[config.mk]
export PLATFORM = sky130hd
export DESIGN_NAME = unix_time_to_date_text_unit
export DESIGN_NICKNAME = d
export VERILOG_FILES = /design/src/hw/rtl/utdt_pkg.sv /design/src/hw/rtl/utdt_sub_unit.sv /design/src/hw/rtl/utdt_seq.sv /design/src/hw/rtl/utdt_text.sv /design/src/hw/rtl/unix_time_to_date_text_unit.sv
export SDC_FILE = /design/constraint.sdc
export NUM_CORES = 1
export LEC_CHECK = 0
export BUFFER_PORTS_ARGS = -buffer_cell sky130_fd_sc_hd__clkbuf_2
export CORE_ASPECT_RATIO = 1.4
export CORE_MARGIN = 8
export CORE_UTILIZATION = 50
export DETAILED_ROUTE_END_ITERATION = 10
export PLACE_DENSITY = 0.7
export SYNTH_ARGS = -nofsm -noshare
export SYNTH_HDL_FRONTEND = slang
export SYNTH_HIERARCHICAL = 1
export SYNTH_SLANG_ARGS = --single-unit
[constraint.sdc]
create_clock -name i_clk -period 12.02 [get_ports i_clk]
set_input_delay 0 -clock i_clk [delete_from_list [all_inputs] [get_ports i_clk]]
set_output_delay 0 -clock i_clk [all_outputs]
set_load 0.01 [all_outputs]
[src/hw/rtl/utdt_pkg.sv]
// Shared types, constants and helper functions for the epoch-to-date text unit.
// No dependencies; imported by every RTL file of the block.
package utdt_pkg;

    localparam int EPOCH_W  = 38;
    localparam int CHAR_W   = 7;
    localparam int POS_W    = 5;
    localparam int TEXT_LEN = 19;
    localparam int REM_W    = EPOCH_W;
    localparam int QUO_W    = 22;   // widest quotient: days since epoch
    localparam int CNT_W    = 5;
    localparam int YEAR_W   = 14;

    localparam logic [EPOCH_W-1:0] MAX_EPOCH = 38'd253402300799;  // 9999-12-31 23:59:59

    // divisors used by the shared subtract unit
    localparam int DAY_SEC     = 86400;
    localparam int ERA_DAYS    = 146097;   // 400 years
    localparam int CENT_DAYS   = 36524;    // 100 years, no leap century
    localparam int QUAD_DAYS   = 1461;     // 4 years
    localparam int YEAR_DAYS   = 365;
    localparam int CENT_YEARS  = 100;
    localparam int HOUR_SEC    = 3600;
    localparam int MIN_SEC     = 60;

    // day count is rebased to 1601-01-01, the start of a 400-year cycle
    localparam int BASE_YEAR   = 1601;
    localparam int BASE_OFFSET = 134774;   // days 1601-01-01 .. 1970-01-01

    // top quotient bit index for each division pass
    localparam logic [CNT_W-1:0] CNT_DAYS  = 5'd21;
    localparam logic [CNT_W-1:0] CNT_ERA   = 5'd4;
    localparam logic [CNT_W-1:0] CNT_CENT  = 5'd1;
    localparam logic [CNT_W-1:0] CNT_QUAD  = 5'd4;
    localparam logic [CNT_W-1:0] CNT_YEAR  = 5'd1;
    localparam logic [CNT_W-1:0] CNT_YSPL  = 5'd6;
    localparam logic [CNT_W-1:0] CNT_HOUR  = 5'd4;
    localparam logic [CNT_W-1:0] CNT_MIN   = 5'd5;

    localparam logic [1:0] Q1_LAST   = 2'd3;    // last year of a 4-year block
    localparam logic [1:0] Q100_LAST = 2'd3;    // last century of an era
    localparam logic [4:0] Q4_LAST   = 5'd24;   // block ending on a century year

    localparam logic [3:0] MON_JAN = 4'd1;
    localparam logic [3:0] MON_FEB = 4'd2;
    localparam logic [3:0] MON_DEC = 4'd12;

    localparam logic [4:0] MONTH_DAYS [13] = '{5'd0, 5'd31, 5'd28, 5'd31, 5'd30, 5'd31,
                                               5'd30, 5'd31, 5'd31, 5'd30, 5'd31, 5'd30,
                                               5'd31};

    localparam logic [CHAR_W-1:0] CH_ZERO  = 7'h30;
    localparam logic [CHAR_W-1:0] CH_DASH  = 7'h2D;
    localparam logic [CHAR_W-1:0] CH_SPACE = 7'h20;
    localparam logic [CHAR_W-1:0] CH_COLON = 7'h3A;

    typedef enum logic [3:0] {
        S_IDLE,
        S_DAYS,
        S_ERA,
        S_CENT,
        S_QUAD,
        S_YEAR,
        S_MONTH,
        S_YSPLIT,
        S_HOUR,
        S_MIN,
        S_EMIT
    } t_state;

    typedef struct packed {
        logic [6:0] cent;
        logic [6:0] yy;
        logic [3:0] month;
        logic [4:0] day;
        logic [4:0] hour;
        logic [5:0] minute;
        logic [5:0] second;
    } t_fields;

    typedef struct packed {
        logic [3:0] tens;
        logic [3:0] ones;
    } t_digits;

    function automatic logic [4:0] month_len(input logic [3:0] m, input logic leap);
        logic [4:0] len;
        len = (m > MON_DEC) ? 5'd0 : MONTH_DAYS[m];
        if (m == MON_FEB && leap) begin
            len = len + 5'd1;
        end
        return len;
    endfunction

    // 0..99 into two decimal digits; 205/2048 approximates 1/10 over this range
    function automatic t_digits split_tens(input logic [6:0] v);
        logic [14:0] prod;
        t_digits     d;
        prod   = 15'(v) * 15'd205;
        d.tens = prod[14:11];
        d.ones = 4'(v - 7'(d.tens) * 7'd10);
        return d;
    endfunction

endpackage

[src/hw/rtl/utdt_sub_unit.sv]
// Shared compare-and-subtract unit: one restoring-division step.
// Depends on utdt_pkg for the operand width.
module utdt_sub_unit
    import utdt_pkg::*;
(
    input  logic [REM_W-1:0] i_minuend,
    input  logic [REM_W-1:0] i_subtrahend,
    output logic             o_ge,
    output logic [REM_W-1:0] o_diff
);

    logic [REM_W:0] w_full;

    assign w_full = {1'b0, i_minuend} - {1'b0, i_subtrahend};
    assign o_ge   = ~w_full[REM_W];
    assign o_diff = w_full[REM_W-1:0];

endmodule

[src/hw/rtl/utdt_seq.sv]
// Sequencer and datapath registers: runs every division pass and the month
// search through the shared subtract unit. Depends on utdt_pkg, utdt_sub_unit.
module utdt_seq
    import utdt_pkg::*;
(
    input  logic               i_clk,
    input  logic               i_rst_n,
    input  logic               i_valid,
    output logic               o_ready,
    input  logic [EPOCH_W-1:0] i_epoch_seconds,
    output logic               o_valid,
    input  logic               i_ready,
    output t_fields            o_fields,
    output logic [POS_W-1:0]   o_pos
);

    t_state             r_state, n_state;
    logic [POS_W-1:0]   r_pos;
    logic [REM_W-1:0]   r_rem;
    logic [QUO_W-1:0]   r_quo;
    logic [CNT_W-1:0]   r_cnt;
    logic [16:0]        r_sod;
    logic [YEAR_W-1:0]  r_year;
    logic [1:0]         r_q100;
    logic [4:0]         r_q4;
    logic               r_leap;
    t_fields            r_fields;

    logic [17:0]        w_divisor;
    logic [REM_W-1:0]   w_sub;
    logic               w_ge;
    logic [REM_W-1:0]   w_diff;
    logic [REM_W-1:0]   w_rem_step;
    logic [QUO_W-1:0]   w_quo_step;
    logic               w_last;
    logic               w_mon_more;
    logic [EPOCH_W-1:0] w_sat;
    logic               w_out_done;

    // divisor for the current pass
    always_comb begin
        unique case (r_state)
            S_DAYS:   w_divisor = 18'(DAY_SEC);
            S_ERA:    w_divisor = 18'(ERA_DAYS);
            S_CENT:   w_divisor = 18'(CENT_DAYS);
            S_QUAD:   w_divisor = 18'(QUAD_DAYS);
            S_YEAR:   w_divisor = 18'(YEAR_DAYS);
            S_YSPLIT: w_divisor = 18'(CENT_YEARS);
            S_HOUR:   w_divisor = 18'(HOUR_SEC);
            S_MIN:    w_divisor = 18'(MIN_SEC);
            default:  w_divisor = '0;
        endcase
    end

    assign w_sub = (r_state == S_MONTH) ? REM_W'(month_len(r_fields.month, r_leap))
                                        : (REM_W'(w_divisor) << r_cnt);

    utdt_sub_unit u_sub (
        .i_minuend    (r_rem),
        .i_subtrahend (w_sub),
        .o_ge         (w_ge),
        .o_diff       (w_diff)
    );

    assign w_rem_step = w_ge ? w_diff : r_rem;
    assign w_quo_step = {r_quo[QUO_W-2:0], w_ge};
    assign w_last     = (r_cnt == '0);
    assign w_mon_more = w_ge && (r_fields.month < MON_DEC);
    assign w_sat      = (i_epoch_seconds > MAX_EPOCH) ? MAX_EPOCH : i_epoch_seconds;
    assign w_out_done = i_ready && (r_pos == POS_W'(TEXT_LEN - 1));

    // next state
    always_comb begin
        n_state = r_state;
        unique case (r_state)
            S_IDLE:   if (i_valid) n_state = S_DAYS;
            S_DAYS:   if (w_last) n_state = S_ERA;
            S_ERA:    if (w_last) n_state = S_CENT;
            S_CENT:   if (w_last) n_state = S_QUAD;
            S_QUAD:   if (w_last) n_state = S_YEAR;
            S_YEAR:   if (w_last) n_state = S_MONTH;
            S_MONTH:  if (!w_mon_more) n_state = S_YSPLIT;
            S_YSPLIT: if (w_last) n_state = S_HOUR;
            S_HOUR:   if (w_last) n_state = S_MIN;
            S_MIN:    if (w_last) n_state = S_EMIT;
            S_EMIT:   if (w_out_done) n_state = S_IDLE;
            default:  n_state = S_IDLE;
        endcase
    end

    // handshake outputs
    always_comb begin
        o_ready = (r_state == S_IDLE);
        o_valid = (r_state == S_EMIT);
    end

    assign o_fields = r_fields;
    assign o_pos    = r_pos;

    always_ff @(posedge i_clk) begin
        if (!i_rst_n) begin
            r_state <= S_IDLE;
            r_pos   <= '0;
        end else begin
            r_state <= n_state;
            if (r_state == S_EMIT && i_ready) begin
                r_pos <= w_out_done ? '0 : r_pos + 1'b1;
            end
        end
    end

    // datapath: one division step per cycle, pass results captured on the last step
    always_ff @(posedge i_clk) begin
        r_rem <= w_rem_step;
        r_quo <= w_quo_step;
        r_cnt <= r_cnt - 1'b1;
        unique case (r_state)
            S_IDLE: begin
                r_rem <= w_sat;
                r_quo <= '0;
                r_cnt <= CNT_DAYS;
            end
            S_DAYS: if (w_last) begin
                r_sod <= 17'(w_rem_step);
                r_rem <= REM_W'(w_quo_step) + REM_W'(BASE_OFFSET);
                r_quo <= '0;
                r_cnt <= CNT_ERA;
            end
            S_ERA: if (w_last) begin
                r_year <= YEAR_W'(BASE_YEAR) + YEAR_W'(w_quo_step[4:0]) * YEAR_W'(400);
                r_quo  <= '0;
                r_cnt  <= CNT_CENT;
            end
            S_CENT: if (w_last) begin
                r_q100 <= w_quo_step[1:0];
                r_year <= r_year + YEAR_W'(w_quo_step[1:0]) * YEAR_W'(100);
                r_quo  <= '0;
                r_cnt  <= CNT_QUAD;
            end
            S_QUAD: if (w_last) begin
                r_q4   <= w_quo_step[4:0];
                r_year <= r_year + YEAR_W'({w_quo_step[4:0], 2'b00});
                r_quo  <= '0;
                r_cnt  <= CNT_YEAR;
            end
            S_YEAR: if (w_last) begin
                r_year         <= r_year + YEAR_W'(w_quo_step[1:0]);
                r_leap         <= (w_quo_step[1:0] == Q1_LAST)
                                  && ((r_q4 != Q4_LAST) || (r_q100 == Q100_LAST));
                r_fields.month <= MON_JAN;
            end
            S_MONTH: begin
                if (w_mon_more) begin
                    r_rem          <= w_diff;
                    r_fields.month <= r_fields.month + 4'd1;
                end else begin
                    r_fields.day <= 5'(r_rem) + 5'd1;
                    r_rem        <= REM_W'(r_year);
                    r_quo        <= '0;
                    r_cnt        <= CNT_YSPL;
                end
            end
            S_YSPLIT: if (w_last) begin
                r_fields.cent <= 7'(w_quo_step);
                r_fields.yy   <= 7'(w_rem_step);
                r_rem         <= REM_W'(r_sod);
                r_quo         <= '0;
                r_cnt         <= CNT_HOUR;
            end
            S_HOUR: if (w_last) begin
                r_fields.hour <= 5'(w_quo_step);
                r_quo         <= '0;
                r_cnt         <= CNT_MIN;
            end
            S_MIN: if (w_last) begin
                r_fields.minute <= 6'(w_quo_step);
                r_fields.second <= 6'(w_rem_step);
            end
            default: ;
        endcase
    end

endmodule

[src/hw/rtl/utdt_text.sv]
// Character formatter: picks the ASCII character for one text position.
// Depends on utdt_pkg for field layout, digit split and character codes.
module utdt_text
    import utdt_pkg::*;
(
    input  t_fields           i_fields,
    input  logic [POS_W-1:0]  i_pos,
    output logic [CHAR_W-1:0] o_char,
    output logic              o_last
);

    t_digits w_cent, w_yy, w_mon, w_day, w_hour, w_min, w_sec;
    logic [3:0] w_digit;
    logic       w_is_digit;
    logic [CHAR_W-1:0] w_sep;

    assign w_cent = split_tens(i_fields.cent);
    assign w_yy   = split_tens(i_fields.yy);
    assign w_mon  = split_tens(7'(i_fields.month));
    assign w_day  = split_tens(7'(i_fields.day));
    assign w_hour = split_tens(7'(i_fields.hour));
    assign w_min  = split_tens(7'(i_fields.minute));
    assign w_sec  = split_tens(7'(i_fields.second));

    always_comb begin
        w_digit    = '0;
        w_is_digit = 1'b1;
        w_sep      = CH_DASH;
        unique case (i_pos)
            5'd0:  w_digit = w_cent.tens;
            5'd1:  w_digit = w_cent.ones;
            5'd2:  w_digit = w_yy.tens;
            5'd3:  w_digit = w_yy.ones;
            5'd5:  w_digit = w_mon.tens;
            5'd6:  w_digit = w_mon.ones;
            5'd8:  w_digit = w_day.tens;
            5'd9:  w_digit = w_day.ones;
            5'd11: w_digit = w_hour.tens;
            5'd12: w_digit = w_hour.ones;
            5'd14: w_digit = w_min.tens;
            5'd15: w_digit = w_min.ones;
            5'd17: w_digit = w_sec.tens;
            5'd18: w_digit = w_sec.ones;
            5'd10: begin
                w_is_digit = 1'b0;
                w_sep      = CH_SPACE;
            end
            5'd13, 5'd16: begin
                w_is_digit = 1'b0;
                w_sep      = CH_COLON;
            end
            default: w_is_digit = 1'b0;   // date dashes
        endcase
    end

    assign o_char = w_is_digit ? (CH_ZERO + CHAR_W'(w_digit)) : w_sep;
    assign o_last = (i_pos == POS_W'(TEXT_LEN - 1));

endmodule

[src/hw/rtl/unix_time_to_date_text_unit.sv]
// Top level of the epoch-to-date text unit.
// Depends on utdt_pkg, utdt_seq (with utdt_sub_unit) and utdt_text.
//
// Usage:
//   Input channel (i_valid / o_ready): one word is a 38-bit count of seconds since
//   1970-01-01 00:00:00 UTC. Counts past 9999-12-31 23:59:59 clamp to that instant.
//   Output channel (o_valid / i_ready): 19 words per input, the text
//   "YYYY-MM-DD HH:MM:SS" in order, one ASCII character per word with its
//   position 0..18; o_last_char marks the seconds units digit.
// Operation: every division is a restoring pass through one shared 38-bit
//   compare/subtract unit, one quotient bit per cycle, in the order days,
//   era, century, 4-year and year; the month search then runs through the
//   same unit, followed by the year split, hour and minute passes.
// Flow: o_ready is high only while idle, so one word is in flight at a time.
// Stall: characters are held from registers; o_valid and the current
//   character stay put until i_ready, nothing is dropped or repeated.
// Reset: synchronous active-low i_rst_n returns the sequencer to idle and
//   drops any partly sent text. No clearing pass is needed.
module unix_time_to_date_text_unit
    import utdt_pkg::*;
(
    input  logic               i_clk,
    input  logic               i_rst_n,
    input  logic               i_valid,
    output logic               o_ready,
    input  logic [EPOCH_W-1:0] i_epoch_seconds,
    output logic               o_valid,
    input  logic               i_ready,
    output logic [CHAR_W-1:0]  o_text_char,
    output logic [POS_W-1:0]   o_char_position,
    output logic               o_last_char
);

    t_fields          w_fields;   // decoded date/time fields, held during output
    logic [POS_W-1:0] w_pos;      // position of the character on offer

    // sequencer: divisions, year/month search, output position counter
    utdt_seq u_seq (
        .i_clk           (i_clk),
        .i_rst_n         (i_rst_n),
        .i_valid         (i_valid),
        .o_ready         (o_ready),
        .i_epoch_seconds (i_epoch_seconds),
        .o_valid         (o_valid),
        .i_ready         (i_ready),
        .o_fields        (w_fields),
        .o_pos           (w_pos)
    );

    // per-position character selection
    utdt_text u_text (
        .i_fields (w_fields),
        .i_pos    (w_pos),
        .o_char   (o_text_char),
        .o_last   (o_last_char)
    );

    assign o_char_position = w_pos;

endmodule

# --- Word-level counts from Yosys, hierarchy flattened ---
# Memories as Yosys holds them, arrays and structs flattened. A register that Yosys moved wholly into a read port is not among the register bits.
# Cells that the tools add are included.
word_totals:
  input_bits: 42
  register_bits: 152
  n_memories: 2
  output_inout_bits: 15
  romBits: 352
  elab_cells: 177
memory_table:
  columns: ["memory", "depth", "word_bits", "rd", "rd_clocked_by_memory_dff", "wr", "line_no", "rtl"]
  rows:
  - ["(no name shown)", 16, 17, 1, 1, 0, "utdt_seq.sv:42", "unique case (r_state)"]
  - ["(no name shown)", 16, 5, 1, 0, 0, "utdt_pkg.sv:88", "len = (m > MON_DEC) ? 5'd0 : MONTH_DAYS[m];"]
op_classes:
  mul: 16
  add_sub_neg: 19
  magnitude_cmp: 4
  muxes: 46
  reduce_logical: 27
  shift: 1
  bitwise_logic: 3
  n_eq_ne: 42
ops:
  columns: ["cell", "n"]
  rows:
  - ["$mux W38", 6]
  - ["$pmux W38 S4", 1]
  - ["$pmux W21 S3", 1]
  - ["$mux W4", 15]
  - ["$mux W14", 4]
  - ["$pmux W14 S4", 1]
  - ["$pmux W4 S14", 1]
  - ["$mux W5", 9]
  - ["$pmux W4 S11", 1]
  - ["$mux W21", 2]
  - ["$eq A5 B4 Y1 const B", 8]
  - ["$sub A38 B38 Y39", 1]
  - ["$gt A38 B38 Y1 const B", 1]
  - ["$shl A18 B5 Y38", 1]
  - ["$mul A7 B8 Y15 const B", 2]
  - ["$mul A6 B8 Y14 const B", 2]
  - ["$sub A4 B4 Y4", 7]
  - ["$mul A5 B8 Y13 const B", 2]
  - ["$pmux W5 S5", 1]
  - ["$add A22 B18 Y23 const B", 1]
  - ["$ne A2 B1 Y1 const B", 10]
  - ["$eq A4 B3 Y1 const B", 4]
  - ["$reduce_and A2 Y1", 8]
  - ["$add A5 B1 Y5 const B", 3]
  - ["other kinds (46)", 66]

# --- Logic depth before layout (Yosys ltp) ---
# Gate-level depths: netlist of the first run.
depth:
  depth_word: 15
  ltp_mapped: 33
  mapped_depth_nobuf: 32

# --- Cells and area by module ---
# Netlist of the first run, hierarchy kept.
by_module_without_submodules:
  columns: ["module", "area_each_um2", "instances", "seq_area_each_um2", "cells_per_inst"]
  rows:
  - ["utdt_seq", 10131.0, 1, 4113.9, 1079]
  - ["utdt_text", 5361.4, 1, 0.0, 629]
  - ["utdt_sub_unit", 2064.5, 1, 0.0, 314]

# --- Worst setup path before layout of the first run ---
# OpenSTA, ideal clock, no wires.
synth_path:
  path_type: "reg-to-reg"
  from: "reg u_seq.r_cnt[1]"
  to: "reg u_seq.r_year[13], data pin"
  n_path_buf: 4
  arrival_time_ns: 6.219
  slack_ns: 5.530
  t_required_ns: 11.749
  path_stages_with_launch: 32
  period_less_slack_ns: 6.490
  setup_time_ns: 0.271
  path_cell_list: "dfxtp_1 -> clkbuf_1 -> buf_1 -> mux4_2 -> nand2_1 -> o21ai_0 -> nor2_1 -> a211oi_1 -> o21a_1 -> inv_1 -> ha_1 -> clkbuf_1 -> nand4_1 -> or2_0 -> nor3_1 -> o211ai_1 -> a21oi_1 -> nor3_1 -> nor3_1 -> o22a_1 -> buf_2 -> clkinv_1 -> ha_1 -> inv_1 -> ha_1 -> ha_1 -> fa_1 -> xor2_1 -> nor3_1 -> or3b_2 -> xnor2_1 -> o21ai_0"
synth_via:
  elab_chain_cells: 8
  word_cells_on_any_way: 15
  cone_classes: "add/sub (5); mul (2); shift (1); mux (6); bitwise (1)"
synth_rtl:
  columns: ["item", "line_no", "rtl"]
  rows:
  - ["from (decl)", "utdt_seq.sv:21", "logic [CNT_W-1:0] r_cnt;"]
  - ["from (signal assigned)", "utdt_seq.sv:116", "r_cnt <= r_cnt - 1'b1;"]
  - ["$shl A18 B5 Y38 *", "utdt_seq.sv:56", ": (REM_W'(w_divisor) << r_cnt);"]
  - ["$mux W38 *", "utdt_seq.sv:55", "assign w_sub = (r_state == S_MONTH) ? REM_W'(month_len(r_fields.month, r_leap))"]
  - ["named net u_seq.w_sub[19]", "utdt_seq.sv:30", "logic [REM_W-1:0] w_sub;"]
  - ["$sub A38 B38 Y39 *", "utdt_sub_unit.sv:14", "assign w_full = {1'b0, i_minuend} - {1'b0, i_subtrahend};"]
  - ["$not A1 Y1 *", "utdt_sub_unit.sv:15", "assign o_ge = ~w_full[REM_W];"]
  - ["named net u_seq.w_ge", "utdt_seq.sv:31", "logic w_ge;"]
  - ["$mul A2 B5 Y7 / $mul A5 B5 Y10 (equally long branches)", "utdt_seq.sv:136, utdt_seq.sv:130", null]
  - ["$add A14 B9 Y14 / $add A11 B14 Y14 (equally long branches)", "utdt_seq.sv:136, utdt_seq.sv:130", null]
  - ["$mux W14 (on tied branches)", "utdt_seq.sv:134, utdt_seq.sv:129", null]
  - ["$pmux W14 S4 *", "utdt_seq.sv:117", "unique case (r_state)"]
  - ["to (signal assigned)", "utdt_seq.sv:136", "r_year <= r_year + YEAR_W'(w_quo_step[1:0]) * YEAR_W'(100);"]
  - ["to (signal assigned)", "utdt_seq.sv:142", "r_year <= r_year + YEAR_W'({w_quo_step[4:0], 2'b00});"]
  - ["to (signal assigned)", "utdt_seq.sv:147", "r_year <= r_year + YEAR_W'(w_quo_step[1:0]);"]
  - ["to (decl)", "utdt_seq.sv:23", "logic [YEAR_W-1:0] r_year;"]
# The timed path passes the listed nets; every way through them passes the cells marked *. The select of a mux whose other input is x is not followed.
# A chain may end at the register's enable or synchronous reset.

# --- Worst setup path in the final report of the first run ---
layout_path:
  from: "reg u_seq.r_fields, in the netlist u_seq/o_fields[22]"
  to: "reg u_seq.r_year[13], data pin"
layout_via:
  elab_chain_cells: 14
  word_cells_on_any_way: 24
  cone_classes: "add/sub (6); mul (2); order compare (1); eq/ne (1); mux (10); bitwise (2); reduce/logical (1); memory (1)"
layout_rtl:
  columns: ["item", "line_no", "rtl"]
  rows:
  - ["from (decl)", "utdt_seq.sv:27", "t_fields r_fields;"]
  - ["$not A4 Y5 (not written as such)", "utdt_pkg.sv:88", null]
  - ["$mem_v2 Z16 W5", null, null]
  - ["$mux W5 (not written as such) (2 in a row)", "utdt_pkg.sv:88", null]
  - ["$mux W5", "utdt_pkg.sv:88", null]
  - ["$add A5 B1 Y5", "utdt_pkg.sv:90", "len = len + 5'd1;"]
  - ["$mux W5 *", "utdt_pkg.sv:89", "if (m == MON_FEB && leap) begin"]
  - ["$mux W38 *", "utdt_seq.sv:55", null]
  - ["named net u_seq.w_sub[2]", "utdt_seq.sv:30", null]
  - ["$sub A38 B38 Y39 *", "utdt_sub_unit.sv:14", null]
  - ["$not A1 Y1 *", "utdt_sub_unit.sv:15", null]
  - ["named net u_seq.w_ge", "utdt_seq.sv:31", null]
  - ["$mul A2 B5 Y7 / $mul A5 B5 Y10 (equally long branches)", "utdt_seq.sv:136, utdt_seq.sv:130", null]
  - ["$add A14 B9 Y14 / $add A11 B14 Y14 (equally long branches)", "utdt_seq.sv:136, utdt_seq.sv:130", null]
  - ["$mux W14 (on tied branches)", "utdt_seq.sv:134, utdt_seq.sv:129", null]
  - ["$pmux W14 S4 *", "utdt_seq.sv:117", null]
# Marked as above.

==> out/qor.yml, run 1 <==
core_area_sq_um: 34760
r2r_cells: 30
ctsHoldBuffers: 38
drt_iter0_markers: 1162
combPwrFrac_pct: 61.9
hold_class: "input port to flip-flop"
outcome: "completed"
cts-root-buf: "clkbuf_16"
critical_path_required_ns: 12.20
dp_hpwl_microns: 41960
port-buffer-count: 54
synthAdderAreaFrac_pct: 23.96
yosys.area_share.simple_pct: 16.40
powerDensity_nw_per_um2: 201.0
ys_ff_latch: 166
clk_path_buf_depth: 2
drt_pass1_iterations: 5
synthMuxAreaShare_pct: 5.081
synth.yosys.seq_area_share_pct: 23.43
finalCritPeriodShare_pct: 65.09
cts_max_level: 4
routed_wl_microns: 52720
die_w_microns: 174.4
p_total_w: 0.003875
syn_area_sq_um: 17560
antenna_left: 0
synth_edf_count: 79
rows: 81
power.switching_w: 0.001830
crit_type: "flip-flop to flip-flop"
slew_headroom_pct: 33.11
drc: 0
cts_sinks: 166
numCtsBuffers: 17
vias: 15645
synthArstFlopShare_pct: 0
ys_warn_count: 6
post_cts_buffers: 0
critPathMostFrequentCell: "ha_1"
rsz0062_at_grt: "no"
slowest_stage: "edfxtp_1"
synth_top_family_by_area: "adder cells"
clock_latency_ns: 0.45
nets: 2437
period_minus_slack_ns: 7.824
grt_pass1_wl_microns: 82260
grt_remaining_overflow: 0
diodes: 0
worst_pin_slew_ns: 1.001
die_h_microns: 237.7
p_int_w: 0.002045
syn2layout_area_growth_pct: 9.813
clock_skew_ns: 0.01135
syn_inst: 2022
holdWs_ns: 0.04114
grt_max_degree: 38
slowest_delay_ns: 0.71
path_max_fanout: 37
p_seq_share_pct: 22.8
cts_tree: "done"
clk_pin_slew_ns: 0.07
power_leakage_nw: 8.604
placed_area_sq_um: 18270
cp.arrival_ns: 8.00
final.setup.tns_ns: 0
switching_share_pct: 47.22
dieArea_sq_um: 41450
drive_gt1_share_pct: 8.345
hold_violations: 0
synth_nets: 2375
synthXorXnorAreaFrac_pct: 5.965
grt_pass1_vias: 15717
hold-path-cell-count: 3
peakVddDrop_mv: 0.1883
cts-resized-gates: 0
maxCapViolations: 0
avgSynthCellArea_sq_um: 8.683
antenna_found_initial: 0
gp_congestion: 0.9451
grtUsageTotal_pct: 24.93
wl_per_cell_microns: 20.65
synth_cell_types: 99
synth_compound_area_share_pct: 18.69
synth_ff_type: "dfxtp_1"
viasPerCell: 6.128
pwr-share-clk_pct: 15.3
worstSetupStartpointType: "flip-flop"
cp-end-kind: "flip-flop"
slew_violations: 0
pin_count: 57
initial_core_util_pct: 50.51
setup_violations: 0
fmax_ghz: 0.1278
final_area_sq_um: 19280
[per-stage QoR]
stage,util [%],instances,setup WS (ns)
after floorplan,-,2022,5.530
after global placement,52.56,2483,4.491
after detailed placement,52.56,2483,4.347
after CTS,55.46,2553,4.304
after global routing,55.46,2553,3.533
final,55.46,2553,4.196
[critical path: cells and delay by family (launching register included)]
kind,cells,cell delay (ns)
compound gates,11,2.37
fa+ha+maj,6,1.69
buf+inv,6,1.22
flops,1,0.71
mux,3,0.68
simple gates,4,0.85
[final cells by class]
class,count,area (sq um)
Tap cell,456,570.5
Inverter,219,827.0
Sequential cell,166,4114
Multi-Input combinational cell,1566,12320
Fill cell,3195,15480
Clock inverter,14,200.2
Timing Repair Buffer,114,815.8
Clock buffer,18,429.2
[cell usage after synthesis (18+ instances only)]
library cell  count  area [sq um]
o21a_1           19         142.6
nand4_1          23         143.9
clkbuf_1         42         157.7
dfxtp_1          87          1742
nor2_1          142         533.0
o211ai_1         19         142.6
a31oi_1          19         118.9
a21o_1           27         202.7
fa_1             42         840.8
o22ai_1          22         137.6
inv_1           211         792.0
a22oi_1          25         187.7
and2_1           37         231.5
xor2_1           55         481.7
o21ai_0          84         420.4
ha_1            269          3366
xnor2_1          62         543.0
nor3_1           50         250.2
a21oi_1         111         555.5
and3_1           18         112.6
nand3_1          48         240.2
nand2_1         151         566.8
edfxtp_1         79          2372
nor2b_1          18         112.6
mux2i_1          43         430.4
[logic make-up (layout without fill, tap and decap cells)]
family                   count (synthesis)  count (layout)
other                                    2               2
buffers and inverters                  290             365
AO/OA/AOI/OAI                          487             487
flip-flops                             166             166
AND/OR/NAND/NOR                        575             575
adder cells (fa/ha/maj)                311             311
multiplexers                            73              73
XOR/XNOR                               118             118
[state kept, by name, summed over array words and instances (netlist names)]
name	cells
u_seq/r_sod	17
u_seq/r_cnt	5
u_seq/r_state	4
u_seq/r_rem	38
u_seq/r_leap	1
u_seq/o_pos	5
u_seq/r_q100	2
u_seq/r_q4	5
u_seq/r_quo	21
u_seq/r_year	14
u_seq/o_fields	40
u_seq/w_divisor	14
[per-layer routing]
| layer | part of all wire [%] | global-route usage, % | wire length (microns) |
|---|---|---|---|
| met1 | 37 | 25.36 | 19480 |
| met2 | 53 | 47.29 | 27790 |
| met3 | 4.2 | 2.969 | 2220 |
| met4 | 6.1 | 16.00 | 3225 |
| met5 | 0 | 0 | 0 |
[placed cells by master (no fill, tap or decap), drive strengths merged, types with 20 or more instances in the layout]
cell type,synthesis,routed
o21ai,98,98
buf,29,22
ha,269,269
nand4,23,23
inv,214,216
dlygate4sd3,0,38
a21o,27,27
xnor2,62,62
a31oi,21,21
o22ai,22,22
clkbuf,42,72
nand3,49,49
edfxtp,79,79
nand2,151,151
nor3,50,50
xor2,55,55
nor2,143,143
mux2,20,20
a22oi,25,25
dfxtp,87,87
and2,38,38
mux2i,43,43
fa,42,42
a21oi,111,111
[power by group through the flow]
stage	Combinational [W]	Sequential (W)	Clock, W
after floorplan	0.00179	0.000817	0
after CTS	0.00236	0.000880	0.000602
final	0.00240	0.000883	0.000593
after global placement	0.00231	0.000890	0
after global routing	0.00261	0.000892	0.000623
after detailed placement	0.00233	0.000891	0
[path summary, 6_finish.rpt]
kind                                     from                         end  slack (ns)
max          u_seq/o_fields[22]$_SDFFCE_PN1P_  u_seq/r_year[13]$_DFFE_PP_        4.20
min                        i_epoch_seconds[8]      u_seq/r_rem[8]$_DFF_P_        0.04
max reg2reg  u_seq/o_fields[22]$_SDFFCE_PN1P_  u_seq/r_year[13]$_DFFE_PP_        4.20
min reg2reg            u_seq/r_cnt[0]$_DFF_P_      u_seq/r_cnt[0]$_DFF_P_        0.47
Note: power is estimated with default switching activity, not from simulation.
==> run 2, diff against run 1 <==
==> constraint.sdc (replaced) <==
create_clock -name i_clk -period 7.4 [get_ports i_clk]
set_input_delay 0 -clock i_clk [delete_from_list [all_inputs] [get_ports i_clk]]
set_output_delay 0 -clock i_clk [all_outputs]
set_load 0.01 [all_outputs]
==> run 2 against run 1 <==
Compared with the run above:
- largest power group unchanged
- combinational power is 67% higher
- cell count rose by 0.39%
- register-to-register slack lost 3.7 ns
- die area is the same
- clock skew rose by 0.0048 ns
- first-iteration DRC count grew 2.8%
- total power increased by 66%
- sequential power grew 55%
- design area rose by 0.60%
- largest cell class unchanged
==> out/qor.yml, run 2 (synthesis results as in run 1) <==
outcome: "completed"
holdWs_ns: 0.04069
hold_violations: 0
diodes: 0
drive_gt1_share_pct: 9.065
grt_max_degree: 30
power_leakage_nw: 8.689
largest_reg_flops: 40
path_max_fanout: 13
worstSetupStartpointType: "flip-flop"
hp-start: "i_rst_n"
slew_headroom_pct: 23.08
routed_wl_microns: 52820
powerDensity_nw_per_um2: 330.9
cts-root-buf: "clkbuf_16"
grt_remaining_overflow: 0
initial_core_util_pct: 50.51
dp_hpwl_microns: 42300
grtUsageTotal_pct: 25.21
antenna_found_initial: 0
cp.arrival_ns: 7.07
syn2layout_area_growth_pct: 10.47
die_w_microns: 174.4
clock_latency_ns: 0.46
maxCapViolations: 0
wl_per_cell_microns: 20.61
dieArea_sq_um: 41450
drt_iter0_markers: 1194
pin_count: 57
cts_sinks: 166
rows: 81
clock_skew_ns: 0.01614
clk_pin_slew_ns: 0.07
timing.rr.start: "u_seq/r_cnt[1]$_DFF_P_"
rsz0062_at_grt: "no"
post_cts_buffers: 0
final.setup.tns_ns: 0
r2r-end: "u_seq/r_year[13]$_DFFE_PP_"
nets: 2447
port-buffer-count: 54
hold_class: "input port to flip-flop"
numCtsBuffers: 17
vias: 15590
hold_path_end: "u_seq/o_pos[1]$_SDFFE_PN0P_"
antenna_left: 0
layout_commonest_cell: "ha_1"
core_area_sq_um: 34760
hold-path-cell-count: 2
crit_type: "flip-flop to flip-flop"
cts_max_level: 4
peakVddDrop_mv: 0.2383
drt_pass1_iterations: 5
viasPerCell: 6.083
slowest_delay_ns: 0.65
cp-end-kind: "flip-flop"
setup_violations: 0
path_buf_inv: 4
final_cell_mix: "ha_1, inv_1, nand2_1"
ff2ff_setup_slack_ns: 0.52
r2r_cells: 27
finalCritPeriodShare_pct: 92.97
gp_congestion: 0.9462
die_h_microns: 237.7
slew_violations: 0
crit_family: "simple AND/OR/NAND/NOR gates"
grt_pass1_vias: 15788
cts_tree: "done"
critical_path_required_ns: 7.59
period_minus_slack_ns: 6.880
clk_path_buf_depth: 2
grt_pass1_wl_microns: 83510
worst_pin_slew_ns: 1.150
slowest_stage: "dfxtp_1"
fmax_ghz: 0.1454
drc: 0
run 2: worst register-to-register path, delay by kind of cell (launching register included):
family | cells | cell delay (ns)
flops | 1 | 0.65
fa+ha+maj | 5 | 1.51
compound gates | 6 | 1.12
mux | 2 | 0.87
simple gates | 8 | 1.61
buf+inv | 4 | 0.42
xor+xnor | 2 | 0.45
run 2: per-layer routing:
metal / track usage (%) / vias up / wire [microns]
met1: 26.27 / 7452 / 19690
met4: 16.39 / 0 / 3377
met2: 46.38 / 505 / 27290
li1: - / 7470 / -
met3: 3.811 / 163 / 2458
met5: 0 / - / 0
run 2: power breakdown:
group          switching, W  internal [W]  total, W
registers          0.000144       0.00123   0.00137
logic               0.00244       0.00157   0.00401
clock network      0.000423      0.000612   0.00104
run 2: through the flow:
stage / cells / cell area (sq um) / power (W) / setup WS [ns] / utilization, %
after floorplan: 2022 / 17560 / 0.004226 / 0.9100 / -
after global placement: 2497 / 18380 / 0.005220 / 0.6490 / 52.86
after detailed placement: 2497 / 18380 / 0.005275 / 0.4944 / 52.86
after CTS: 2563 / 19380 / 0.006343 / 0.4654 / 55.75
after global routing: 2563 / 19390 / 0.006827 / 0.007168 / 55.79
final: 2563 / 19390 / 0.006417 / 0.5204 / 55.79
run 2: what timing repair did:
action / 4_1_cts / 5_1_grt
hold buffers: 34 / 0
endpoints found under the setup margin: 0 / 1
gates resized for setup: 0 / 3
hold endpoints to repair: 35 / 0
run 2: how the worst max path moves through the flow:
stage                                                 from                         end  slack, ns  depth (start not counted)
final                               u_seq/r_cnt[1]$_DFF_P_  u_seq/r_year[13]$_DFFE_PP_       0.52                         27
after global routing                u_seq/r_cnt[1]$_DFF_P_  u_seq/r_year[13]$_DFFE_PP_      0.007                         28
after CTS                 u_seq/o_fields[23]$_SDFFCE_PN0P_  u_seq/r_year[13]$_DFFE_PP_       0.47                         32
after detailed placement  u_seq/o_fields[23]$_SDFFCE_PN0P_  u_seq/r_year[13]$_DFFE_PP_       0.49                         32
after global placement    u_seq/o_fields[23]$_SDFFCE_PN0P_  u_seq/r_year[13]$_DFFE_PP_       0.65                         32
after floorplan                     u_seq/r_cnt[1]$_DFF_P_  u_seq/r_year[13]$_DFFE_PP_       0.91                         31
run 2: area by class of cell:
class                   count  area [sq um]
repair buffers            124         884.6
flip-flops and latches    166          4114
clock buffers              18         429.2
multi-input cells        1566         12330
fillers                  3138         15370
inverters                 219         827.0
well taps                 456         570.5
clock inverters            14         235.2
